## config.mk

```make
export PLATFORM = sky130hd
export DESIGN_NAME = ekmr_sparse_index_encoder_unit
export DESIGN_NICKNAME = d
export VERILOG_FILES = /design/src/sv/ekmr_sie_pkg.sv /design/src/sv/ekmr_sie_front.sv /design/src/sv/ekmr_sie_queue.sv /design/src/sv/ekmr_sie_back.sv /design/src/sv/ekmr_sparse_index_encoder_unit.sv
export VERILOG_INCLUDE_DIRS = /design/src /design/src/sv
export SDC_FILE = /design/constraint.sdc
export NUM_CORES = 2
export LEC_CHECK = 0
export BUFFER_PORTS_ARGS = -buffer_cell sky130_fd_sc_hd__buf_2
export CAP_MARGIN = 30
export CORE_UTILIZATION = 60
export DETAILED_ROUTE_END_ITERATION = 16
export PLACE_DENSITY = 0.82
export SETUP_SLACK_MARGIN = 0.5
export SYNTH_ARGS = -nofsm -noshare
export SYNTH_HDL_FRONTEND = slang
export SYNTH_SLANG_ARGS = --single-unit
```

## constraint.sdc

```tcl
create_clock -name clk -period 9.65 [get_ports clk]
set_input_delay 2.4125 -clock clk [delete_from_list [all_inputs] [get_ports clk]]
set_output_delay 2.4125 -clock clk [all_outputs]
set_load 0.02 [all_outputs]
```

## src/sv/ekmr_sparse_index_encoder_unit_assert.svh

```systemverilog
// Assertion macros shared by the encoder's RTL files.
`ifndef EKMR_SPARSE_INDEX_ENCODER_UNIT_ASSERT_SVH
`define EKMR_SPARSE_INDEX_ENCODER_UNIT_ASSERT_SVH
`ifndef SYNTHESIS
`define EKMR_SIE_ASSERT(lbl, clk, rst_n, prop) \
  lbl: assert property (@(posedge clk) disable iff (!rst_n) prop) \
    else $error("ekmr_sie assertion failed");
`define EKMR_SIE_NEVER(lbl, clk, rst_n, cond) \
  `EKMR_SIE_ASSERT(lbl, clk, rst_n, !(cond))
`else
`define EKMR_SIE_ASSERT(lbl, clk, rst_n, prop)
`define EKMR_SIE_NEVER(lbl, clk, rst_n, cond)
`endif
`endif

```

## src/sv/ekmr_sie_pkg.sv

```systemverilog
// Types and constants of the EKMR sparse index encoder.
package ekmr_sie_pkg;

  localparam int CoordW   = 16;
  localparam int ValueW   = 64;
  localparam int PosW     = 21;
  localparam int IndexW   = 32;
  localparam int CfgDataW = 16;
  localparam int CfgIdxW  = 1;

  localparam longint unsigned MAX_NONZEROS_DEF = 64'd1048576;
  localparam int              COORD_BITS_DEF   = 16;

  localparam int QUEUE_DEPTH = 4;

  // configuration register indexes
  localparam logic [CfgIdxW-1:0] CFG_ORIENTATION = 1'd0;
  localparam logic [CfgIdxW-1:0] CFG_MERGE       = 1'd1;

  typedef enum logic {
    KIND_POINTER = 1'b0,
    KIND_ELEMENT = 1'b1
  } entry_kind_t;

  typedef struct packed {
    logic [CoordW-1:0] coord_i;
    logic [CoordW-1:0] coord_j;
    logic [CoordW-1:0] coord_k;
    logic [ValueW-1:0] element_value;
    logic              last_tuple;
  } in_item_t;

  typedef struct packed {
    entry_kind_t       entry_kind;
    logic [PosW-1:0]   pointer_value;
    logic [IndexW-1:0] packed_index;
    logic [ValueW-1:0] value_out;
    logic              last_result;
  } out_item_t;

  typedef struct packed {
    logic              orientation_mode;
    logic [CoordW-1:0] merge_factor;
  } cfg_t;

  // one classified tuple: which results it produces and their payloads
  typedef struct packed {
    logic              start_ptr;
    logic              key_ptr;
    logic [PosW-1:0]   key_pos;
    logic [IndexW-1:0] elem_idx;
    logic [ValueW-1:0] elem_val;
    logic              last;
    logic [PosW-1:0]   last_pos;
  } plan_t;

endpackage

```

## src/sv/ekmr_sie_front.sv

```systemverilog
// Front end: accepts tuples, forms the merged index and classifies segment changes.
module ekmr_sie_front #(
  parameter longint unsigned MAX_NONZEROS = ekmr_sie_pkg::MAX_NONZEROS_DEF,
  parameter int              COORD_BITS   = ekmr_sie_pkg::COORD_BITS_DEF
) (
  input  logic                   clk,
  input  logic                   rst_n,
  input  ekmr_sie_pkg::cfg_t     cfg,
  input  logic                   in_valid,
  output logic                   in_ready,
  input  ekmr_sie_pkg::in_item_t in_data,
  output logic                   q_push,
  input  logic                   q_ready,
  output ekmr_sie_pkg::plan_t    q_data
);
  import ekmr_sie_pkg::*;

  localparam logic [CoordW-1:0] COORD_MASK = (COORD_BITS >= CoordW) ? {CoordW{1'b1}} :
                                             CoordW'((64'd1 << COORD_BITS) - 64'd1);
  localparam logic [PosW-1:0]   POS_LIMIT  = (MAX_NONZEROS > ((64'd1 << PosW) - 64'd1)) ?
                                             {PosW{1'b1}} : PosW'(MAX_NONZEROS);

  // stage A: masked coordinates and registered merged index
  logic              a_valid_r, a_valid_nxt;
  logic [CoordW-1:0] a_ci_r, a_ci_nxt;
  logic [IndexW-1:0] a_merged_r, a_merged_nxt;
  logic [ValueW-1:0] a_val_r, a_val_nxt;
  logic              a_last_r, a_last_nxt;

  // segment state
  logic [IndexW-1:0] prev_key_r, prev_key_nxt;
  logic [PosW-1:0]   pos_r, pos_nxt;
  logic              at_start_r, at_start_nxt;

  logic [CoordW-1:0] mj, mk;
  logic [IndexW-1:0] key, elem_idx;
  logic              key_chg;
  logic [PosW-1:0]   pos_inc;
  logic              take;

  assign in_ready = !a_valid_r || q_ready;
  assign take     = a_valid_r && q_ready;
  assign q_push   = a_valid_r;

  always_comb begin
    mj           = in_data.coord_j & COORD_MASK;
    mk           = in_data.coord_k & COORD_MASK;
    a_valid_nxt  = a_valid_r;
    a_ci_nxt     = a_ci_r;
    a_merged_nxt = a_merged_r;
    a_val_nxt    = a_val_r;
    a_last_nxt   = a_last_r;
    if (in_ready) begin
      a_valid_nxt = in_valid;
    end
    if (in_valid && in_ready) begin
      a_ci_nxt     = in_data.coord_i & COORD_MASK;
      a_merged_nxt = IndexW'(mj) * IndexW'(cfg.merge_factor) + IndexW'(mk);
      a_val_nxt    = in_data.element_value;
      a_last_nxt   = in_data.last_tuple;
    end
  end

  always_comb begin
    if (cfg.orientation_mode) begin
      key      = a_merged_r;
      elem_idx = IndexW'(a_ci_r);
    end else begin
      key      = IndexW'(a_ci_r);
      elem_idx = a_merged_r;
    end
    key_chg = (key != prev_key_r);
    pos_inc = (pos_r < POS_LIMIT) ? pos_r + PosW'(1) : pos_r;

    q_data.start_ptr = at_start_r;
    q_data.key_ptr   = key_chg;
    q_data.key_pos   = pos_r;
    q_data.elem_idx  = elem_idx;
    q_data.elem_val  = a_val_r;
    q_data.last      = a_last_r;
    q_data.last_pos  = pos_inc;

    prev_key_nxt = prev_key_r;
    pos_nxt      = pos_r;
    at_start_nxt = at_start_r;
    if (take) begin
      if (a_last_r) begin
        // tensor done: back to the reset state
        prev_key_nxt = '0;
        pos_nxt      = '0;
        at_start_nxt = 1'b1;
      end else begin
        prev_key_nxt = key;
        pos_nxt      = pos_inc;
        at_start_nxt = 1'b0;
      end
    end
  end

  always_ff @(posedge clk) begin
    if (!rst_n) begin
      a_valid_r  <= 1'b0;
      prev_key_r <= '0;
      pos_r      <= '0;
      at_start_r <= 1'b1;
    end else begin
      a_valid_r  <= a_valid_nxt;
      prev_key_r <= prev_key_nxt;
      pos_r      <= pos_nxt;
      at_start_r <= at_start_nxt;
    end
  end

  always_ff @(posedge clk) begin
    a_ci_r     <= a_ci_nxt;
    a_merged_r <= a_merged_nxt;
    a_val_r    <= a_val_nxt;
    a_last_r   <= a_last_nxt;
  end

endmodule

```

## src/sv/ekmr_sie_queue.sv

```systemverilog
// Small register queue of classified tuples between front and back end.
`include "ekmr_sparse_index_encoder_unit_assert.svh"
module ekmr_sie_queue (
  input  logic                clk,
  input  logic                rst_n,
  input  logic                push,
  output logic                push_ready,
  input  ekmr_sie_pkg::plan_t push_data,
  output logic                pop_valid,
  input  logic                pop,
  output ekmr_sie_pkg::plan_t pop_data
);
  import ekmr_sie_pkg::*;

  localparam int PtrW = (QUEUE_DEPTH > 1) ? $clog2(QUEUE_DEPTH) : 1;
  localparam int CntW = $clog2(QUEUE_DEPTH + 1);
  localparam logic [PtrW-1:0] LastSlot = PtrW'(QUEUE_DEPTH - 1);
  localparam logic [CntW-1:0] FullCnt  = CntW'(QUEUE_DEPTH);

  plan_t           slot_r [QUEUE_DEPTH];
  logic [PtrW-1:0] wr_ptr_r, wr_ptr_nxt;
  logic [PtrW-1:0] rd_ptr_r, rd_ptr_nxt;
  logic [CntW-1:0] count_r, count_nxt;
  logic            do_push, do_pop;

  assign push_ready = (count_r != FullCnt);
  assign pop_valid  = (count_r != '0);
  assign pop_data   = slot_r[rd_ptr_r];
  assign do_push    = push && push_ready;
  assign do_pop     = pop && pop_valid;

  always_comb begin
    wr_ptr_nxt = wr_ptr_r;
    rd_ptr_nxt = rd_ptr_r;
    count_nxt  = count_r;
    if (do_push) begin
      wr_ptr_nxt = (wr_ptr_r == LastSlot) ? '0 : wr_ptr_r + PtrW'(1);
    end
    if (do_pop) begin
      rd_ptr_nxt = (rd_ptr_r == LastSlot) ? '0 : rd_ptr_r + PtrW'(1);
    end
    if (do_push && !do_pop) begin
      count_nxt = count_r + CntW'(1);
    end else if (do_pop && !do_push) begin
      count_nxt = count_r - CntW'(1);
    end
  end

  always_ff @(posedge clk) begin
    if (!rst_n) begin
      wr_ptr_r <= '0;
      rd_ptr_r <= '0;
      count_r  <= '0;
    end else begin
      wr_ptr_r <= wr_ptr_nxt;
      rd_ptr_r <= rd_ptr_nxt;
      count_r  <= count_nxt;
    end
  end

  always_ff @(posedge clk) begin
    if (do_push) begin
      slot_r[wr_ptr_r] <= push_data;
    end
  end

  `EKMR_SIE_NEVER(a_count_bound, clk, rst_n, count_r > FullCnt)
  `EKMR_SIE_ASSERT(a_ptr_gap, clk, rst_n, (count_r == '0 || count_r == FullCnt) |-> (wr_ptr_r == rd_ptr_r))
  `EKMR_SIE_ASSERT(a_count_step, clk, rst_n, (do_push && !do_pop) |=> (count_r == $past(count_r) + CntW'(1)))

endmodule

```

## src/sv/ekmr_sie_back.sv

```systemverilog
// Back end: expands one classified tuple into its pointer and element transactions.
`include "ekmr_sparse_index_encoder_unit_assert.svh"
module ekmr_sie_back (
  input  logic                    clk,
  input  logic                    rst_n,
  input  logic                    q_valid,
  output logic                    q_pop,
  input  ekmr_sie_pkg::plan_t     q_data,
  output logic                    out_valid,
  input  logic                    out_ready,
  output ekmr_sie_pkg::out_item_t out_data
);
  import ekmr_sie_pkg::*;

  // pending mask: bit 0 start pointer, 1 key pointer, 2 element, 3 final count
  logic        w_valid_r, w_valid_nxt;
  logic [3:0]  w_pend_r, w_pend_nxt;
  plan_t       w_plan_r, w_plan_nxt;
  logic        out_valid_r, out_valid_nxt;
  out_item_t   out_data_r, out_data_nxt;

  logic        emit_ok, load;
  logic [3:0]  pick, rem;
  out_item_t   sel;

  assign out_valid = out_valid_r;
  assign out_data  = out_data_r;
  assign emit_ok   = w_valid_r && (!out_valid_r || out_ready);

  always_comb begin
    sel = '{entry_kind: KIND_POINTER, pointer_value: '0, packed_index: '0,
            value_out: '0, last_result: 1'b0};
    if (w_pend_r[0]) begin
      pick = 4'b0001;
    end else if (w_pend_r[1]) begin
      pick              = 4'b0010;
      sel.pointer_value = w_plan_r.key_pos;
    end else if (w_pend_r[2]) begin
      pick             = 4'b0100;
      sel.entry_kind   = KIND_ELEMENT;
      sel.packed_index = w_plan_r.elem_idx;
      sel.value_out    = w_plan_r.elem_val;
    end else begin
      pick              = 4'b1000;
      sel.pointer_value = w_plan_r.last_pos;
      sel.last_result   = 1'b1;
    end
    rem   = w_pend_r & ~pick;
    load  = !w_valid_r || (emit_ok && rem == '0);
    q_pop = load && q_valid;

    w_valid_nxt = w_valid_r;
    w_pend_nxt  = w_pend_r;
    w_plan_nxt  = w_plan_r;
    if (load) begin
      w_valid_nxt = q_valid;
      w_plan_nxt  = q_data;
      w_pend_nxt  = {q_data.last, 1'b1, q_data.key_ptr, q_data.start_ptr};
    end else if (emit_ok) begin
      w_pend_nxt = rem;
    end

    out_valid_nxt = out_valid_r;
    out_data_nxt  = out_data_r;
    if (!out_valid_r || out_ready) begin
      out_valid_nxt = emit_ok;
      out_data_nxt  = sel;
    end
  end

  always_ff @(posedge clk) begin
    if (!rst_n) begin
      w_valid_r   <= 1'b0;
      w_pend_r    <= '0;
      out_valid_r <= 1'b0;
    end else begin
      w_valid_r   <= w_valid_nxt;
      w_pend_r    <= w_pend_nxt;
      out_valid_r <= out_valid_nxt;
    end
  end

  always_ff @(posedge clk) begin
    w_plan_r   <= w_plan_nxt;
    out_data_r <= out_data_nxt;
  end

  `EKMR_SIE_ASSERT(a_work_pending, clk, rst_n, w_valid_r |-> (w_pend_r != '0))
  `EKMR_SIE_ASSERT(a_hold_when_blocked, clk, rst_n, (w_valid_r && !emit_ok) |=> $stable(w_pend_r))
  `EKMR_SIE_ASSERT(a_last_is_pointer, clk, rst_n, (out_valid_r && out_data_r.last_result) |-> (out_data_r.entry_kind == KIND_POINTER))

endmodule

```

## src/sv/ekmr_sparse_index_encoder_unit.sv

```systemverilog
// Top level of the EKMR sparse index encoder: config registers, front, queue, back.
//
// Usage:
//   in_*  : valid/ready channel of sorted tuples (i,j,k,value,last_tuple).
//   out_* : valid/ready channel of entries: pointer entries (segment start or
//           final total count, flagged by last_result) and element entries.
//   cfg_* : write-only port; index 0 orientation (0 row, 1 column),
//           index 1 merge factor r. Write only while the block is idle.
// Each tuple yields one element transaction, plus a pointer transaction when
// its segment key changes, plus pointer 0 on the first tuple of a tensor and
// the total count after the last one: 1 to 4 output transactions.
// Throughput: the back end emits one transaction per cycle while the receiver
// is ready, one per result of a tuple (typically 1-2, at most 4); the front end
// takes a tuple every cycle while the 4-entry queue has room.
// On an empty pipe a tuple's first result passes the merge register, queue,
// work register and output register, in that order.
// Reset (synchronous, rst_n low) clears queue, pipelines, config registers
// and the segment state; no clearing pass.
// When the receiver stalls, out_data holds, the queue fills and in_ready
// drops only once the queue and the front register are full.
module ekmr_sparse_index_encoder_unit #(
  parameter longint unsigned MAX_NONZEROS = ekmr_sie_pkg::MAX_NONZEROS_DEF,
  parameter int              COORD_BITS   = ekmr_sie_pkg::COORD_BITS_DEF
) (
  input  logic                                 clk,
  input  logic                                 rst_n,
  input  logic                                 in_valid,
  output logic                                 in_ready,
  input  ekmr_sie_pkg::in_item_t               in_data,
  output logic                                 out_valid,
  input  logic                                 out_ready,
  output ekmr_sie_pkg::out_item_t              out_data,
  input  logic                                 cfg_we,
  input  logic [ekmr_sie_pkg::CfgIdxW-1:0]     cfg_index,
  input  logic [ekmr_sie_pkg::CfgDataW-1:0]    cfg_wdata
);
  import ekmr_sie_pkg::*;

  cfg_t  cfg_r, cfg_nxt;
  logic  q_push, q_push_ready, q_valid, q_pop;
  plan_t q_in, q_out;

  // configuration registers
  always_comb begin
    cfg_nxt = cfg_r;
    if (cfg_we) begin
      unique case (cfg_index)
        CFG_ORIENTATION: cfg_nxt.orientation_mode = cfg_wdata[0];
        CFG_MERGE:       cfg_nxt.merge_factor     = cfg_wdata[CoordW-1:0];
        default:         cfg_nxt = cfg_r;
      endcase
    end
  end

  always_ff @(posedge clk) begin
    if (!rst_n) begin
      cfg_r <= '0;
    end else begin
      cfg_r <= cfg_nxt;
    end
  end

  ekmr_sie_front #(
    .MAX_NONZEROS(MAX_NONZEROS),
    .COORD_BITS  (COORD_BITS)
  ) u_front (
    .clk     (clk),
    .rst_n   (rst_n),
    .cfg     (cfg_r),
    .in_valid(in_valid),
    .in_ready(in_ready),
    .in_data (in_data),
    .q_push  (q_push),
    .q_ready (q_push_ready),
    .q_data  (q_in)
  );

  ekmr_sie_queue u_queue (
    .clk       (clk),
    .rst_n     (rst_n),
    .push      (q_push),
    .push_ready(q_push_ready),
    .push_data (q_in),
    .pop_valid (q_valid),
    .pop       (q_pop),
    .pop_data  (q_out)
  );

  ekmr_sie_back u_back (
    .clk      (clk),
    .rst_n    (rst_n),
    .q_valid  (q_valid),
    .q_pop    (q_pop),
    .q_data   (q_out),
    .out_valid(out_valid),
    .out_ready(out_ready),
    .out_data (out_data)
  );

endmodule

```

# Word level (Yosys, flattened, before mapping)
# Memory sizes are Yosys's and may differ from the RTL's. A register that Yosys moved wholly into a read port is not among the register bits.
# Index checks and enable logic that the tools add are counted.
# classes
n_eq_ne,4
n_mux,23
magnitude_cmp,1
addsub,6
n_reduce_logical,24
bitwise,4
mul,1
# ops
operator,n
2-to-1 mux 32 bit,3
2-to-1 mux 21 bit,4
adder 32 x 16 -> 32 bit,1
multiplier 16 x 16 -> 32 bit,1
inequality test 32 bit,1
adder 21 x 1 -> 21 bit (second input constant),1
< comparator 21 bit (second input constant),1
2-to-1 mux 4 bit,5
logical AND 1 bit,8
2-to-1 mux 2 bit,4
2-to-1 mux 3 bit,2
zero test 1 bit,5
2-to-1 mux 1 bit,5
adder 2 x 1 -> 2 bit (second input constant),2
AND 4 bit,1
equality test 2 bit (second input constant),2
zero test 4 bit,1
NOT 4 bit,1
AND reduction 2 bit,2
nonzero test 2 bit,2
adder 3 x 1 -> 3 bit (second input constant),1
logical OR 1 bit,3
inequality test 3 bit (second input constant),1
nonzero test 3 bit,1
4 further kinds,5
# totals
out_inout_bits,121
mem_bits_rw,564
register_bits,455
wordCells,89
input_bits,135
memories,1
# mem_list
name,depth,width,rd,rd_ports_with_merged_regs,wr,line_no,rtl
u_queue.slot_r,4,141,1,1,1,ekmr_sie_queue.sv:20,plan_t slot_r [QUEUE_DEPTH];

# Depth between registers and ports, before layout
# depth
ltp_word,13
depth_mapped,22
depth_no_buf,20

# Cells and area by module
# A second synthesis with hierarchy kept.
# hier_totals
cells_unflattened,2879
hier_area_um2,46314.4
# modules_own_cells
mod,instances,seq_area_each_um2,cells_per_inst,area_each_um2
ekmr_sie_queue,1,17116.4,788,20812.5
ekmr_sie_front,1,4494.3,1588,15887.7
ekmr_sie_back,1,7837.5,424,8888.5
ekmr_sparse_index_encoder_unit,1,340.3,79,725.7

# Worst setup path after synthesis
# Ideal clock, no wire load.
# synth_path
path_kind,in2reg
from,input port in_valid
to,"register u_front.a_ci_r[0], enable pin"
path_slack_ps,904
arrival_ps,8093
cell_stages,2
setup_time_ps,652
n_path_buf,0
cell_sequence,inv_1 > a31oi_1
# synth_between
elab_chain_cells,1
# synth_lines
item,line_no,rtl
start: declaration,ekmr_sparse_index_encoder_unit.sv:27,"input logic in_valid,"
logical AND 1 bit,ekmr_sie_front.sv:56,if (in_valid && in_ready) begin
end signal: assignment,ekmr_sie_front.sv:115,a_ci_r <= a_ci_nxt;
end: declaration,ekmr_sie_front.sv:25,"logic [CoordW-1:0] a_ci_r, a_ci_nxt;"
# No other way between the ends.
# A chain may end at the register's enable or synchronous reset.

# Final worst setup path
# layout_path
from,input port in_data[88] in the netlist's numbering
to,register u_front.a_merged_r[30] (data pin)
# layout_between
elab_chain_cells,2
# layout_lines
item,line_no,rtl
start: declaration,ekmr_sparse_index_encoder_unit.sv:29,"input ekmr_sie_pkg::in_item_t in_data,"
multiplier 16 x 16 -> 32 bit,ekmr_sie_front.sv:58,a_merged_nxt = IndexW'(mj) * IndexW'(cfg.merge_factor) + IndexW'(mk);
adder 32 x 16 -> 32 bit,ekmr_sie_front.sv:58,
end signal: assignment,ekmr_sie_front.sv:116,a_merged_r <= a_merged_nxt;
end: declaration,ekmr_sie_front.sv:26,"logic [IndexW-1:0] a_merged_r, a_merged_nxt;"
# No other way between the ends.

==> results.ini <==
[status]
status = finished clean

[floorplan]
core_rows = 101
coreArea_sq_um = 76200
die_h_um = 280
floorplan.die_area_sq_um = 78400
number_of_placed_i_o_pins = 256
floorplan.initialDensity_pct = 60.9
floorplan.die.width_um = 280

[power_and_ir_drop]
power_frac_clock_pct = 29.6
total_power_mw = 12.8
p_switching_mw = 3.69
pwr-share-comb_pct = 21.7
power_switching_share_pct = 28.9
power_report.internal_total_mw = 9.08
leak_pwr_nw = 19.8
cell_pwr_density_nw_per_um2 = 246
power_frac_seq_pct = 48.7
vdd_drop_max_v = 0.000250

[routing]
drc = 0
viasPerCell = 5.99
wl_per_cell_um = 24.8
ant_nets = 0
detail_route.first_pass.iterations = 5
drtIter0Drc = 2535
route.final.wire_length_mm = 106
via_count = 25800

[finish]
drive_gt1_share_pct = 18.8
final_standard_cell_utilization_of_the_core_pct = 68.3
post-route-cell-area_sq_um = 52000
net_total_in_the_final_layout = 3636
areaGrowthSynthToFinish_pct = 12.2

[sta]
maxSlewViolCount = 0
period_share_pct = 80.7
worst_slack_ps = 1860
worst_slew_pin_slew_ps = 1220
max_freq_ghz = 0.128
final-setup-viol-count = 0
rsz0062_at_grt = no
max-slew-margin-rel_pct = 18.7
finalHoldViolations = 0
final_critical_path_required_period_ps = 7790
clock_skew_ps = 46.9
setup_total_negative_slack_ps = 0

[place]
postPlaceCellArea_sq_um = 48800
placement.setup.worst_slack_ps = 1360
gpl.final_weighted_congestion = 0.911
port_buffers = 255
dp.final_hpwl_mm = 63.4

[setup_path]
critPathTopFamily = adder cells
r2r-start = cfg_r[2]$_SDFFE_PN0P_
crit_cells = 18
criticalPathCategory = input port to register
worst_ep_arrival_time_ps = 8190
setup.worst_path.end_class = register
timing.critical_path.required_ps = 10050
critPathMaxFanout = 16
path_buf_inv = 5
most_numerous_cell_on_the_critical_path = sky130_fd_sc_hd__fa_1
crit_path_end = u_front.a_merged_r[30]$_DFFE_PP_
worst_reg_to_reg_setup_slack_ps = 3030
worst-r2r-cell-count = 16
crit_path_top_delay_cell = sky130_fd_sc_hd__a211oi_1
path_cells = buf_2, and2_1, fa_1, inv_1, fa_1, fa_1, fa_1, inv_1, fa_1, inv_1, fa_1, inv_1, ha_1, and4_1, nand4_1, a211oi_1, o21ai_0, a221oi_1
critPathMaxStageDelay_ps = 670
setup.worst_path.start_class = input port
r2r_end = u_front.a_merged_r[30]$_DFFE_PP_
launching_instance_or_port_of_the_critical_path = in_data[88]

[logic_synthesis]
synth_adder_area_share_pct = 12.2
mappedNetlistArea_sq_um = 46400
yosys.area.top_type = sky130_fd_sc_hd__edfxtp_1
yosys_most_used_dff = sky130_fd_sc_hd__edfxtp_1
main_combinational_cell_family_by_area_after_synthesis = adder cells
synth.lib_cells_used.distinct = 71
synth_warnings = 0
fraction_of_synthesized_cell_area_in_xor_and_xnor_cells_pct = 1.19
postSynthNetCount = 3383
synthSimpleGateAreaFrac_pct = 7.34
postSynthRegisterBits = 1021
synth_mux_area_share_pct = 7.74
post_synth_most_frequent_cells = sky130_fd_sc_hd__edfxtp_1 (934), sky130_fd_sc_hd__inv_1 (289), sky130_fd_sc_hd__nand2_1 (232), sky130_fd_sc_hd__and2_1 (217), sky130_fd_sc_hd__fa_1 (211)
most_frequent_cell_after_synthesis = sky130_fd_sc_hd__edfxtp_1
fraction_of_registers_with_async_set_reset_pct = 0
post_synth.cell_area_avg_sq_um = 15.9
synthCells = 2924
synth.yosys.seq_area_share_pct = 64.2
number_of_flops_mapped_to_enable_cells_by_yosys = 934
fraction_of_the_mapped_netlist_area_in_compound_gates_pct = 3.86
netlist_top_cells_area = sky130_fd_sc_hd__edfxtp_1 (60%), sky130_fd_sc_hd__fa_1 (9.1%), sky130_fd_sc_hd__mux4_2 (6.8%)
netlist.area_leader.share_pct = 60.5

[grt]
grtUsageMet1_pct = 36.0
first_global_vias = 26700
gr-usage-met2_pct = 47.3
grt_first_pass_wirelength_mm = 160
grt_max_degree = 144
grt_overflow_total = 0
antenna_found_initial = 13
top_usage_layer = met2
global_route.usage.met3_pct = 4.12
groute.usage.overall_pct = 27.3

[clock_network]
post_cts_resize_count = 0
clock-sinks = 1021
cts_post_setup_buffers_inserted = 0
cts_tree = built
clock_path_buffers = 3
holdBufCountCts = 0
cts_root_buffer = sky130_fd_sc_hd__clkbuf_16
cts_htree_levels = 3
cts_buffers = 97
clock_insertion_delay_worst_skew_ps = 650
clkSlewWorstSetupHoldPaths_ps = 60

[min_path]
min_delay_path_depth = 0
hold_path.class = register to register

[flow_run]
max_cap_viol_count = 0

state kept, by name, indices dropped and copies added (netlist names), named ones only:
name,cells
u_back.w_valid_r,1
u_back.w_pend_r,4
u_front.at_start_r,1
u_back.out_valid,1
u_front.a_last_r,1
u_front.pos_r,21
u_front.a_merged_r,32
u_queue.wr_ptr_r,2
u_back.w_plan_r,138
u_queue.rd_ptr_r,2
u_back.out_data,119
u_front.a_val_r,64
u_front.q_push,1
u_front.prev_key_r,32
u_queue.count_r,3
cfg_r,17
u_front.a_ci_r,16
u_queue.slot_r,564
through the flow:
step,hold WS [ps],std cells
after floorplan,450,2924
after global placement,465,4101
after detailed placement,481,4107
after CTS,478,4291
after global routing,484,4296
final,486,4297
kinds of logic after synthesis:
logic type | count (synthesis)
mux | 180
flops | 1021
buf+inv | 421
xor+xnor | 63
fa+ha+maj | 325
simple gates | 655
compound gates | 259
metal layers:
layer / up-vias / wire (um)
li1: 11000 / -
met2: 1353 / 54800
met1: 13200 / 41100
met4: 10 / 2710
met5: - / 67
met3: 207 / 7850
power by group through the flow:
stage          combinational (mW)  sequential, mW  clock, mW
2_1_floorplan                1.72            6.37          0
3_3_place_gp                 2.62            6.23          0
3_5_place_dp                 2.71            6.28          0
4_1_cts                      2.78            6.23       3.81
5_1_grt                      2.97            6.29       3.98
6_report                     2.77            6.23       3.78
cell type report:
type	instances	area, sq um
Timing Repair Buffer	286	1630
Tap cell	1030	1290
Multi-Input combinational cell	1482	15000
Inverter	289	1090
Sequential cell	1021	29800
Fill cell	4746	24200
Clock inverter	69	633
Clock buffer	115	2550
Antenna cell	5	12.5
placed cells by master, fill, tap and decap left out, types with 10 or more instances in the layout:
cell type | synthesis | layout
sky130_fd_sc_hd__o21a_1 | 12 | 12
sky130_fd_sc_hd__nand3_1 | 39 | 39
sky130_fd_sc_hd__nor2b_1 | 53 | 52
sky130_fd_sc_hd__a21boi_0 | 42 | 42
sky130_fd_sc_hd__edfxtp_1 | 934 | 934
sky130_fd_sc_hd__nor3_1 | 25 | 24
sky130_fd_sc_hd__dfxtp_1 | 87 | 84
sky130_fd_sc_hd__mux2_2 | 17 | 17
sky130_fd_sc_hd__mux4_2 | 141 | 141
sky130_fd_sc_hd__clkbuf_1 | 101 | 14
sky130_fd_sc_hd__ha_1 | 113 | 113
sky130_fd_sc_hd__and3_1 | 10 | 10
sky130_fd_sc_hd__nand2_1 | 232 | 232
sky130_fd_sc_hd__inv_1 | 289 | 288
sky130_fd_sc_hd__mux2i_1 | 22 | 22
sky130_fd_sc_hd__clkinv_1 | 0 | 27
sky130_fd_sc_hd__xnor2_1 | 37 | 37
sky130_fd_sc_hd__nor2_1 | 34 | 34
sky130_fd_sc_hd__and2_1 | 217 | 213
sky130_fd_sc_hd__a21oi_1 | 49 | 49
sky130_fd_sc_hd__buf_4 | 0 | 24
sky130_fd_sc_hd__a22o_1 | 23 | 23
sky130_fd_sc_hd__o21ai_0 | 35 | 35
sky130_fd_sc_hd__xor2_1 | 26 | 26
sky130_fd_sc_hd__fa_1 | 211 | 211
sky130_fd_sc_hd__clkbuf_16 | 0 | 98
sky130_fd_sc_hd__a22oi_1 | 17 | 17
sky130_fd_sc_hd__clkinv_2 | 0 | 21
sky130_fd_sc_hd__buf_2 | 21 | 255
worst min-delay path by stage:
stage / from / slack [ps] / end
floorplan: u_front.at_start_r$_SDFFE_PN1P_ / 450 / u_front.at_start_r$_SDFFE_PN1P_
global placement: u_front.prev_key_r[31]$_SDFFE_PN0P_ / 470 / u_front.prev_key_r[31]$_SDFFE_PN0P_
detailed placement: u_front.a_val_r[47]$_DFFE_PP_ / 480 / u_queue.slot_r[3][69]$_DFFE_PP_
CTS: u_front.a_val_r[39]$_DFFE_PP_ / 480 / u_queue.slot_r[0][61]$_DFFE_PP_
global route: u_front.a_val_r[39]$_DFFE_PP_ / 480 / u_queue.slot_r[2][61]$_DFFE_PP_
finish: u_front.a_val_r[39]$_DFFE_PP_ / 490 / u_queue.slot_r[1][61]$_DFFE_PP_
No activity file was read; power rests on OpenSTA's default activity.
